## config.mk

```make
export PLATFORM = sky130hd
export DESIGN_NAME = multi_port_protocol_sniffer_top
export DESIGN_NICKNAME = d
export VERILOG_FILES = /design/src/hdl/mpps_pkg.sv /design/src/hdl/mpps_front.sv /design/src/hdl/mpps_queue.sv /design/src/hdl/mpps_back.sv /design/src/hdl/multi_port_protocol_sniffer_top.sv
export SDC_FILE = /design/constraint.sdc
export NUM_CORES = 1
export LEC_CHECK = 0
export BUFFER_PORTS_ARGS = -buffer_cell sky130_fd_sc_hd__buf_2
export CORE_ASPECT_RATIO = 1.5
export CORE_MARGIN = 10
export CORE_UTILIZATION = 50
export DETAILED_ROUTE_END_ITERATION = 10
export PLACE_DENSITY = 0.65
export SLEW_MARGIN = 20
export SYNTH_ARGS = -nofsm -noshare
export SYNTH_HDL_FRONTEND = slang
export SYNTH_SLANG_ARGS = --single-unit
```

## constraint.sdc

```tcl
create_clock -name i_clk -period 14.6 [get_ports i_clk]
set_input_delay 2.19 -clock i_clk [delete_from_list [all_inputs] [get_ports i_clk]]
set_output_delay 2.19 -clock i_clk [all_outputs]
set_load 0.005 [all_outputs]
```

## src/hdl/mpps_pkg.sv

```systemverilog
`timescale 1ns / 1ps
package mpps_pkg;

    localparam int NUM_PORTS   = 3;
    localparam int PORT_W      = 2;
    localparam int BYTE_W      = 8;
    localparam int PROTO_W     = 3;
    localparam int ACTIVE_W    = 3;
    localparam int CFG_IDX_W   = 3;
    localparam int CFG_DATA_W  = 16;
    localparam int QUEUE_DEPTH = 2;

    typedef enum logic [1:0] {
        ACT_DATA    = 2'd0,
        ACT_CONFIRM = 2'd1,
        ACT_ERROR   = 2'd2,
        ACT_RELEASE = 2'd3
    } t_action;

    // classified request passed from the front end to the back end
    typedef struct packed {
        t_action                 action;
        logic [PORT_W-1:0]       port;
        logic [BYTE_W-1:0]       data_byte;
    } t_req;

    typedef struct packed {
        logic [ACTIVE_W-1:0]     active_ports;
        logic [PORT_W-1:0]       priority_port;
        logic                    priority_valid;
        logic [PROTO_W-1:0]      radio_protocol;
        logic                    port_locked;
        logic [PROTO_W-1:0]      port_protocol;
    } t_result;

endpackage

```

## src/hdl/mpps_front.sv

```systemverilog
`timescale 1ns / 1ps
module mpps_front #(
    parameter int PORTS = mpps_pkg::NUM_PORTS
) (
    input  logic                       i_clk,
    input  logic                       i_rst_n,
    input  logic                       i_valid,
    output logic                       o_ready,
    input  logic [1:0]                 i_action,
    input  logic [mpps_pkg::PORT_W-1:0] i_port,
    input  logic [mpps_pkg::BYTE_W-1:0] i_data_byte,
    output logic                       o_valid,
    input  logic                       i_ready,
    output mpps_pkg::t_req             o_req
);
    import mpps_pkg::*;

    localparam int CMP_W = PORT_W + 1;

    logic r_vld;
    t_req r_req;
    t_req n_req;

    // out-of-range ports fold onto port 0
    always_comb begin
        n_req.action    = t_action'(i_action);
        n_req.data_byte = i_data_byte;
        if ({1'b0, i_port} >= CMP_W'(PORTS)) begin
            n_req.port = '0;
        end else begin
            n_req.port = i_port;
        end
    end

    assign o_ready = !r_vld || i_ready;
    assign o_valid = r_vld;
    assign o_req   = r_req;

    always_ff @(posedge i_clk) begin
        if (!i_rst_n) begin
            r_vld <= 1'b0;
        end else if (o_ready) begin
            r_vld <= i_valid;
        end
        if (o_ready && i_valid) begin
            r_req <= n_req;
        end
    end

endmodule

```

## src/hdl/mpps_queue.sv

```systemverilog
`timescale 1ns / 1ps
module mpps_queue (
    input  logic           i_clk,
    input  logic           i_rst_n,
    input  logic           i_push,
    input  mpps_pkg::t_req i_req,
    output logic           o_ready,
    input  logic           i_pop,
    output logic           o_valid,
    output mpps_pkg::t_req o_req
);
    import mpps_pkg::*;

    localparam int PTR_W = (QUEUE_DEPTH > 1) ? $clog2(QUEUE_DEPTH) : 1;
    localparam int CNT_W = $clog2(QUEUE_DEPTH + 1);

    t_req             r_mem [QUEUE_DEPTH];
    logic [PTR_W-1:0] r_wptr;
    logic [PTR_W-1:0] r_rptr;
    logic [CNT_W-1:0] r_cnt;

    logic do_push;
    logic do_pop;

    assign o_ready = (r_cnt != CNT_W'(QUEUE_DEPTH));
    assign o_valid = (r_cnt != '0);
    assign o_req   = r_mem[r_rptr];
    assign do_push = i_push && o_ready;
    assign do_pop  = i_pop && o_valid;

    always_ff @(posedge i_clk) begin
        if (!i_rst_n) begin
            r_wptr <= '0;
            r_rptr <= '0;
            r_cnt  <= '0;
        end else begin
            if (do_push) begin
                r_wptr <= (r_wptr == PTR_W'(QUEUE_DEPTH - 1)) ? '0 : r_wptr + 1'b1;
            end
            if (do_pop) begin
                r_rptr <= (r_rptr == PTR_W'(QUEUE_DEPTH - 1)) ? '0 : r_rptr + 1'b1;
            end
            if (do_push && !do_pop) begin
                r_cnt <= r_cnt + 1'b1;
            end else if (do_pop && !do_push) begin
                r_cnt <= r_cnt - 1'b1;
            end
        end
        if (do_push) begin
            r_mem[r_wptr] <= i_req;
        end
    end

endmodule

```

## src/hdl/mpps_back.sv

```systemverilog
`timescale 1ns / 1ps
module mpps_back #(
    parameter int PORTS = mpps_pkg::NUM_PORTS
) (
    input  logic                            i_clk,
    input  logic                            i_rst_n,
    input  logic                            i_cfg_we,
    input  logic [mpps_pkg::CFG_IDX_W-1:0]  i_cfg_idx,
    input  logic [mpps_pkg::CFG_DATA_W-1:0] i_cfg_wdata,
    input  logic                            i_valid,
    output logic                            o_pop,
    input  mpps_pkg::t_req                  i_req,
    output logic                            o_valid,
    input  logic                            i_ready,
    output mpps_pkg::t_result               o_result
);
    import mpps_pkg::*;

    localparam logic [PROTO_W-1:0] PR_UNKNOWN = 3'd0;
    localparam logic [PROTO_W-1:0] PR_MESH_A  = 3'd1;
    localparam logic [PROTO_W-1:0] PR_MESH_B  = 3'd2;
    localparam logic [PROTO_W-1:0] PR_KISS    = 3'd3;
    localparam logic [PROTO_W-1:0] PR_AT      = 3'd4;

    localparam logic [CFG_IDX_W-1:0] REG_MESH_A_FIRST  = 3'd0;
    localparam logic [CFG_IDX_W-1:0] REG_MESH_A_SECOND = 3'd1;
    localparam logic [CFG_IDX_W-1:0] REG_MESH_B_FIRST  = 3'd2;
    localparam logic [CFG_IDX_W-1:0] REG_MESH_B_SECOND = 3'd3;
    localparam logic [CFG_IDX_W-1:0] REG_FRAME_END     = 3'd4;
    localparam logic [CFG_IDX_W-1:0] REG_SYNC_TIMEOUT  = 3'd5;
    localparam logic [CFG_IDX_W-1:0] REG_LOCK_LIMIT    = 3'd6;

    localparam logic [BYTE_W-1:0] CHAR_A = 8'h41;
    localparam logic [BYTE_W-1:0] CHAR_T = 8'h54;
    localparam int PAD_W = (PORTS > ACTIVE_W) ? PORTS : ACTIVE_W;

    typedef enum logic [1:0] {
        PH_IDLE   = 2'd0,
        PH_MESH_A = 2'd1,
        PH_MESH_B = 2'd2,
        PH_AT     = 2'd3
    } t_phase;

    // configuration
    logic [BYTE_W-1:0] r_a_first, r_a_second, r_b_first, r_b_second, r_frame_end;
    logic [15:0]       r_timeout;
    logic [BYTE_W-1:0] r_limit;

    // per-port detector state
    t_phase             r_phase  [PORTS];
    logic [PROTO_W-1:0] r_found  [PORTS];
    logic [7:0]         r_lock   [PORTS];
    logic [15:0]        r_pbytes [PORTS];
    logic [PORTS-1:0]   r_active;

    // radio arbiter
    logic [PROTO_W-1:0] r_own_proto;
    logic               r_own_vld;
    logic [PORT_W-1:0]  r_own_port;

    logic    r_out_vld;
    t_result r_out;

    t_phase             n_phase, ph_det;
    logic [PROTO_W-1:0] n_found, hit;
    logic [7:0]         n_lock;
    logic [15:0]        n_pbytes;
    logic [PORTS-1:0]   n_active;
    logic [PROTO_W-1:0] n_own_proto;
    logic               n_own_vld;
    logic [PORT_W-1:0]  n_own_port;
    logic               det, locked, can;
    logic [PAD_W-1:0]   act_pad;
    t_result            n_out;
    logic [PORT_W-1:0]  p;
    logic [BYTE_W-1:0]  b;

    assign o_pop    = i_valid && (!r_out_vld || i_ready);
    assign o_valid  = r_out_vld;
    assign o_result = r_out;
    assign p        = i_req.port;
    assign b        = i_req.data_byte;

    always_comb begin
        n_phase     = r_phase[p];
        n_found     = r_found[p];
        n_lock      = r_lock[p];
        n_pbytes    = r_pbytes[p];
        n_active    = r_active;
        n_own_proto = r_own_proto;
        n_own_vld   = r_own_vld;
        n_own_port  = r_own_port;
        det         = 1'b0;
        hit         = r_found[p];
        ph_det      = PH_IDLE;
        locked      = (r_lock[p] >= r_limit);
        can         = 1'b0;

        unique case (i_req.action)
            ACT_DATA: begin
                n_active[p] = 1'b1;
                if (n_pbytes != 16'hFFFF) begin
                    n_pbytes = n_pbytes + 16'd1;
                end
                if (n_phase != PH_IDLE && n_pbytes > r_timeout) begin
                    n_phase  = PH_IDLE;
                    n_pbytes = '0;
                end
                if (locked) begin
                    det = 1'b1;
                    hit = n_found;
                end else begin
                    ph_det = n_phase;
                    unique case (n_phase)
                        PH_IDLE: begin
                            // first match wins, even if it then does nothing
                            if (b == r_a_first) begin
                                ph_det = PH_MESH_A;
                            end else if (b == r_b_first) begin
                                ph_det = PH_MESH_B;
                            end else if (b == r_frame_end) begin
                                if (n_found == PR_UNKNOWN || n_found == PR_KISS) begin
                                    n_found = PR_KISS;
                                    det     = 1'b1;
                                end
                            end else if (b == CHAR_A) begin
                                ph_det = PH_AT;
                            end
                        end
                        PH_MESH_A: begin
                            if (b == r_a_second) begin
                                n_found = PR_MESH_A;
                                ph_det  = PH_IDLE;
                                det     = 1'b1;
                            end else if (b != r_a_first) begin
                                ph_det = PH_IDLE;
                            end
                        end
                        PH_MESH_B: begin
                            ph_det = PH_IDLE;
                            if (b == r_b_second) begin
                                n_found = PR_MESH_B;
                                det     = 1'b1;
                            end
                        end
                        default: begin
                            ph_det = PH_IDLE;
                            if (b == CHAR_T) begin
                                n_found = PR_AT;
                                det     = 1'b1;
                            end
                        end
                    endcase
                    hit = n_found;
                    // completed detection keeps the byte count
                    if (!det && ph_det != n_phase) begin
                        n_pbytes = '0;
                    end
                    n_phase = ph_det;
                end
                if (det) begin
                    can = !r_own_vld || r_own_port == p || r_own_proto == hit;
                    if (can) begin
                        if (r_own_proto == PR_UNKNOWN || r_own_proto == hit) begin
                            n_own_proto = hit;
                        end
                        if (!r_own_vld && locked) begin
                            n_own_vld  = 1'b1;
                            n_own_port = p;
                        end
                    end
                end
            end
            ACT_CONFIRM: begin
                if (n_lock != 8'hFF) begin
                    n_lock = n_lock + 8'd1;
                end
            end
            ACT_ERROR: begin
                n_lock = (n_lock > 8'd2) ? n_lock - 8'd2 : 8'd0;
                if (n_lock == 8'd0) begin
                    n_found = PR_UNKNOWN;
                end
            end
            default: begin
                if (r_own_vld && r_own_port == p) begin
                    n_own_vld  = 1'b0;
                    n_own_port = '0;
                end
                n_phase     = PH_IDLE;
                n_found     = PR_UNKNOWN;
                n_lock      = '0;
                n_pbytes    = '0;
                n_active[p] = 1'b0;
            end
        endcase

        act_pad              = PAD_W'(n_active);
        n_out.port_protocol  = n_found;
        n_out.port_locked    = (n_lock >= r_limit);
        n_out.radio_protocol = n_own_proto;
        n_out.priority_valid = n_own_vld;
        n_out.priority_port  = n_own_vld ? n_own_port : '0;
        n_out.active_ports   = act_pad[ACTIVE_W-1:0];
    end

    always_ff @(posedge i_clk) begin
        if (!i_rst_n) begin
            r_a_first   <= 8'd60;
            r_a_second  <= 8'd62;
            r_b_first   <= 8'd148;
            r_b_second  <= 8'd195;
            r_frame_end <= 8'd192;
            r_timeout   <= 16'd64;
            r_limit     <= 8'd3;
        end else if (i_cfg_we) begin
            case (i_cfg_idx)
                REG_MESH_A_FIRST:  r_a_first   <= i_cfg_wdata[BYTE_W-1:0];
                REG_MESH_A_SECOND: r_a_second  <= i_cfg_wdata[BYTE_W-1:0];
                REG_MESH_B_FIRST:  r_b_first   <= i_cfg_wdata[BYTE_W-1:0];
                REG_MESH_B_SECOND: r_b_second  <= i_cfg_wdata[BYTE_W-1:0];
                REG_FRAME_END:     r_frame_end <= i_cfg_wdata[BYTE_W-1:0];
                REG_SYNC_TIMEOUT:  r_timeout   <= i_cfg_wdata[15:0];
                REG_LOCK_LIMIT:    r_limit     <= i_cfg_wdata[BYTE_W-1:0];
                default: ;
            endcase
        end
    end

    always_ff @(posedge i_clk) begin
        if (!i_rst_n) begin
            for (int q = 0; q < PORTS; q++) begin
                r_phase[q]  <= PH_IDLE;
                r_found[q]  <= PR_UNKNOWN;
                r_lock[q]   <= '0;
                r_pbytes[q] <= '0;
            end
            r_active    <= '0;
            r_own_proto <= PR_UNKNOWN;
            r_own_vld   <= 1'b0;
            r_own_port  <= '0;
            r_out_vld   <= 1'b0;
        end else begin
            if (o_pop) begin
                r_phase[p]  <= n_phase;
                r_found[p]  <= n_found;
                r_lock[p]   <= n_lock;
                r_pbytes[p] <= n_pbytes;
                r_active    <= n_active;
                r_own_proto <= n_own_proto;
                r_own_vld   <= n_own_vld;
                r_own_port  <= n_own_port;
                r_out_vld   <= 1'b1;
            end else if (i_ready) begin
                r_out_vld   <= 1'b0;
            end
        end
    end

    always_ff @(posedge i_clk) begin
        if (o_pop) begin
            r_out <= n_out;
        end
    end

endmodule

```

## src/hdl/multi_port_protocol_sniffer_top.sv

```systemverilog
`timescale 1ns / 1ps
// Protocol sniffer for three byte-stream ports. Each request names a
// port and either carries a received byte or a frame confirm / frame error /
// radio release event, and produces exactly one result: the port's detected
// protocol and lock state plus the shared radio owner, priority port and the
// per-port activity mask. Requests pass through an input register, a
// two-entry queue and an update unit that owns all detector and arbiter
// state, so one request per clock is sustained while the output is not
// stalled; a request is held in the input register, then in the queue,
// and its result is registered in the update unit for the master side.
// Configuration registers take effect on the next request and should only be
// written while no request is in flight.
module multi_port_protocol_sniffer_top #(
    parameter int PORTS = mpps_pkg::NUM_PORTS
) (
    input  logic                            i_clk,
    input  logic                            i_rst_n,
    input  logic                            i_cfg_we,
    input  logic [mpps_pkg::CFG_IDX_W-1:0]  i_cfg_idx,
    input  logic [mpps_pkg::CFG_DATA_W-1:0] i_cfg_wdata,
    input  logic                            i_s_tvalid,
    output logic                            o_s_tready,
    input  logic [7:0]                      i_s_tdata,   // [7:0] data_byte
    input  logic [3:0]                      i_s_tuser,   // [1:0] action, [3:2] port
    output logic                            o_m_tvalid,
    input  logic                            i_m_tready,
    // [2:0] port_protocol, [3] port_locked, [6:4] radio_protocol,
    // [7] priority_valid, [9:8] priority_port, [12:10] active_ports
    output logic [15:0]                     o_m_tdata
);
    import mpps_pkg::*;

    logic    fr_valid, q_ready, q_valid, q_pop;
    t_req    fr_req, q_req;
    t_result res;

    mpps_front #(.PORTS(PORTS)) u_front (
        .i_clk       (i_clk),
        .i_rst_n     (i_rst_n),
        .i_valid     (i_s_tvalid),
        .o_ready     (o_s_tready),
        .i_action    (i_s_tuser[1:0]),
        .i_port      (i_s_tuser[3:2]),
        .i_data_byte (i_s_tdata),
        .o_valid     (fr_valid),
        .i_ready     (q_ready),
        .o_req       (fr_req)
    );

    mpps_queue u_queue (
        .i_clk   (i_clk),
        .i_rst_n (i_rst_n),
        .i_push  (fr_valid),
        .i_req   (fr_req),
        .o_ready (q_ready),
        .i_pop   (q_pop),
        .o_valid (q_valid),
        .o_req   (q_req)
    );

    mpps_back #(.PORTS(PORTS)) u_back (
        .i_clk       (i_clk),
        .i_rst_n     (i_rst_n),
        .i_cfg_we    (i_cfg_we),
        .i_cfg_idx   (i_cfg_idx),
        .i_cfg_wdata (i_cfg_wdata),
        .i_valid     (q_valid),
        .o_pop       (q_pop),
        .i_req       (q_req),
        .o_valid     (o_m_tvalid),
        .i_ready     (i_m_tready),
        .o_result    (res)
    );

    assign o_m_tdata = {3'b000, res};

endmodule

```

==> metrics.md <==
| Metric | Value |
|---|---|
| CTS H-tree lvls | `1` |
| CTS resizes | `0` |
| Placement Cell Area | `13,500 µm²` |
| Max stage delay on crit path | `approximately 0.8 ns` |
| Headroom to the max-slew limit | `29.8%` |
| Most frequent cells in the layout | `nand2_1, edfxtp_1, nor2_1` |
| Pwr per Cell Area | `168 nW/µm²` |
| CP max-delay cell | `mux2i_4` |
| Hold Buf Count CTS | `0` |
| Clock Tree Root | `clkbuf_16` |
| Initial core utilization | `about half` |
| Crit path top cell by count | `buf_4` |
| Hold Violations, Final | `0` |
| Worst Max-Slew Pin Slew | `1.05 ns` |
| Number of max-cap violations | `0` |
| CP Launch Type | `register` |
| Area grow syn2layout | `9.45%` |
| Diode count | `0` |
| Clock transition at path regs | `0.06 ns` |
| First-pass GRT wire length | `50,400 µm` |
| Finished layout cell area | `approximately 14,000 µm²` |
| Hold/Removal Path Class | `register to register` |
| Unrepaired setup endpoints after global routing | `no` |
| Vias per std cell | `5.83` |
| Number of global-route vias before repair | `between 9,000 and 10,000` |
| Share of post-route cells with drive strength above 1 | `12.0%` |
| RD Place Congestion | `0.862` |
| Wire per inst | `19.3 µm` |
| Worst Path Arrival | `~7.6 ns` |
| Synth Flop Type | `edfxtp_1` |
| CP cell instances | `buf_4 -> mux2i_4 -> buf_4 -> mux2i_1 -> mux2i_1 -> nand4_1 -> or4_4 -> o21ai_2 -> nor2_1 -> xor2_1 -> ha_1 -> a21oi_1 -> nand2_1 -> a221oi_1 -> o211ai_1 -> a22o_1 -> a32oi_1 -> o21ai_2 -> buf_4 -> a41oi_1 -> a311oi_1` |
| Global route overflow | `0` |
| DR WL met3 | `1320 µm` |
| Fin crit share | `between 50% and 60%` |
| Post-synthesis register bit count | `approximately 250` |
| Pleak | `5.29 nW` |
| CTS Buffer Depth | `3` |
| Nets | `1,359` |
| Element type at the critical path end | `register` |
| Final setup fails | `0` |
| Initial antenna violation count | `0` |
| Mapped Avg Cell Area | `10.5 µm²` |
| DIE AREA | `33,100 µm²` |
| DR iter-0 viols | `735` |
| Post-synth EDFFs | `165` |
| Final min period | `7.35 ns` |
| Synth Warn # | `0` |
| Req. time, crit path | `~15 ns` |
| Setup bufs post-CTS | `0` |
| Setup_tns | `0 ns` |
| Seq/Total Area, Yosys | `50.3%` |
| CP Buf/Inv Count | `3` |
| # port buffers | `50` |
| CTS tree | `built` |
| Die H | `218 µm` |
| Mapped Cells | `1,247` |
| Floorplan Core Area | `25,800 µm²` |
| DR vias | `about 9,500` |
| DIE WIDTH | `around 150 µm` |
| WS Path Type | `register to register` |
| HP Start | `u_front.o_req[3]` |
| FILL cells | `2,305` |
| Setup Skew | `0.00955 ns` |
| Critical path's top delay family | `compound AO/OA/AOI/OAI gates` |
| Number of routed nets with antenna violations | `0` |
| Critical path fanouts, max | `56` |
| Worst skew pair latency | `0.51 ns` |
| Clock Sinks | `245` |
| Tot GR Track Use | `between 15 and 20%` |
| Cts bufs inserted | `23` |
| I/O pin count | `54` |
| Yosys cell types | `75` |
| DRT met1 WL | `12,500 µm` |
| Ys async rst share | `0%` |
| Standard-cell row count | `72` |
| Cell area after synthesis | `13,000 µm²` |
| DR top layer | `met4` |
| Largest net degree at the start of global routing | `59` |
| Peak supply drop | `115 µV` |
| FMAX | `between 0.1 and 0.15 GHz` |
| Max-slew violation count | `0` |
| Total wire length | `31,400 µm` |
| DRC viols | `0` |
| Status | `completed` |
| Hpwl dp | `21,500 µm` |
| Most common cell after layout, fill and taps aside | `nand2_1` |
| WL met2 | `16,700 µm` |
| Reg area | `6560 µm²` |
| Area occupied by multi-input gates | `6000 µm²` |
| Drt pass-1 iters | `6` |
| Final hold slack | `between 0.4 and 0.5 ns` |
## cell type report
| type | count | share of cell area (%) |
|---|---|---|
| sequential | 245 | 46.0 |
| multi-input combinational | 895 | 42.0 |
| clock buffer | 34 | 4.57 |
| tap | 333 | 2.92 |
| timing repair buffer | 67 | 2.65 |
| inverter | 49 | 1.29 |
| clock inverter | 6 | 0.570 |
## cells in the mapped netlist, drive strengths merged (5+ instances only)
cell / instances / area share, %
nand2: 181 / 5.2
edfxtp: 165 / 38
nor2: 102 / 3.0
mux2i: 101 / 8.7
a21oi: 85 / 3.3
dfxtp: 80 / 12
xnor2: 55 / 3.7
inv: 48 / 1.4
nand3: 44 / 1.7
ha: 42 / 4.0
clkbuf: 35 / 1.0
nor3: 34 / 1.3
a311oi: 25 / 1.7
buf: 25 / 1.6
a31oi: 20 / 1.0
o21ai: 18 / 0.75
nor2b: 16 / 0.77
a21o: 14 / 0.81
nand2b: 13 / 0.62
nor4: 13 / 0.82
xor2: 12 / 0.81
nand4: 10 / 0.48
and3: 8 / 0.38
mux2: 8 / 0.69
o211ai: 8 / 0.50
a211oi: 7 / 0.40
a32oi: 7 / 0.53
o21a: 7 / 0.40
nand3b: 6 / 0.54
a22oi: 5 / 0.29
## state kept, by name (all words and copies together), names as in the netlist, 8 cells and up, named ones only
signal and cells:
u_front.o_req 12, u_back.r_b_first 8, u_back.r_frame_end 8, u_back.r_b_second 8, u_back.r_a_second 8, u_back.r_a_first 8
u_back.r_pbytes 64, u_queue.r_mem 24, u_back.o_result 13, u_back.r_phase 8, u_back.r_found 12, u_back.r_limit 8
u_back.r_timeout 16, u_back.r_lock 32
## worst register-to-register path, delay by kind of cell, from the launching register on
family / cells / cell delay [ns]
flops: 1 / 0.31
xor+xnor: 1 / 0.16
mux: 3 / 1.76
simple gates: 4 / 0.96
fa+ha+maj: 1 / 0.33
buf+inv: 3 / 1.41
compound gates: 9 / 2.14
## per-stage QoR
stage          worst slack [ns]  std cells  power, mW  utilization (%)
6_report                   7.25       1629       2.40             55.4
5_1_grt                    6.66       1629       2.54             55.4
4_1_cts                    7.29       1629       2.41             55.4
3_5_place_dp               7.30       1589       1.82             52.5
3_3_place_gp               7.42       1589       1.80             52.5
2_1_floorplan              8.46       1249       1.58                -
## cells by family after synthesis
logic type	synth area share, %
compound gates	11.7
xor+xnor	4.50
fa+ha+maj	4.03
buf+inv	3.97
flops	50.3
mux	9.41
other cells	0.0288
simple gates	16.1
## final timing paths
check | endpoint | slack (ns) | depth (start not counted)
max | u_back.r_pbytes[2][8] | 7.25 | 21
min | u_queue.r_mem[0][3] | 0.44 | 0
max reg2reg | u_back.r_pbytes[2][8] | 7.25 | 21
min reg2reg | u_queue.r_mem[0][3] | 0.44 | 0
## power by group
part,internal (mW),switching (mW)
registers,0.839,0.0278
clock network,0.343,0.249
logic,0.334,0.605
total,1.52,0.881
## layer usage
metal	GRT usage [%]	vias up
met5	0	-
met4	5.92	0
met3	2.31	60
met2	34.8	222
met1	20.8	4607
li1	-	4605
No activity file was read; power rests on OpenSTA's default activity.
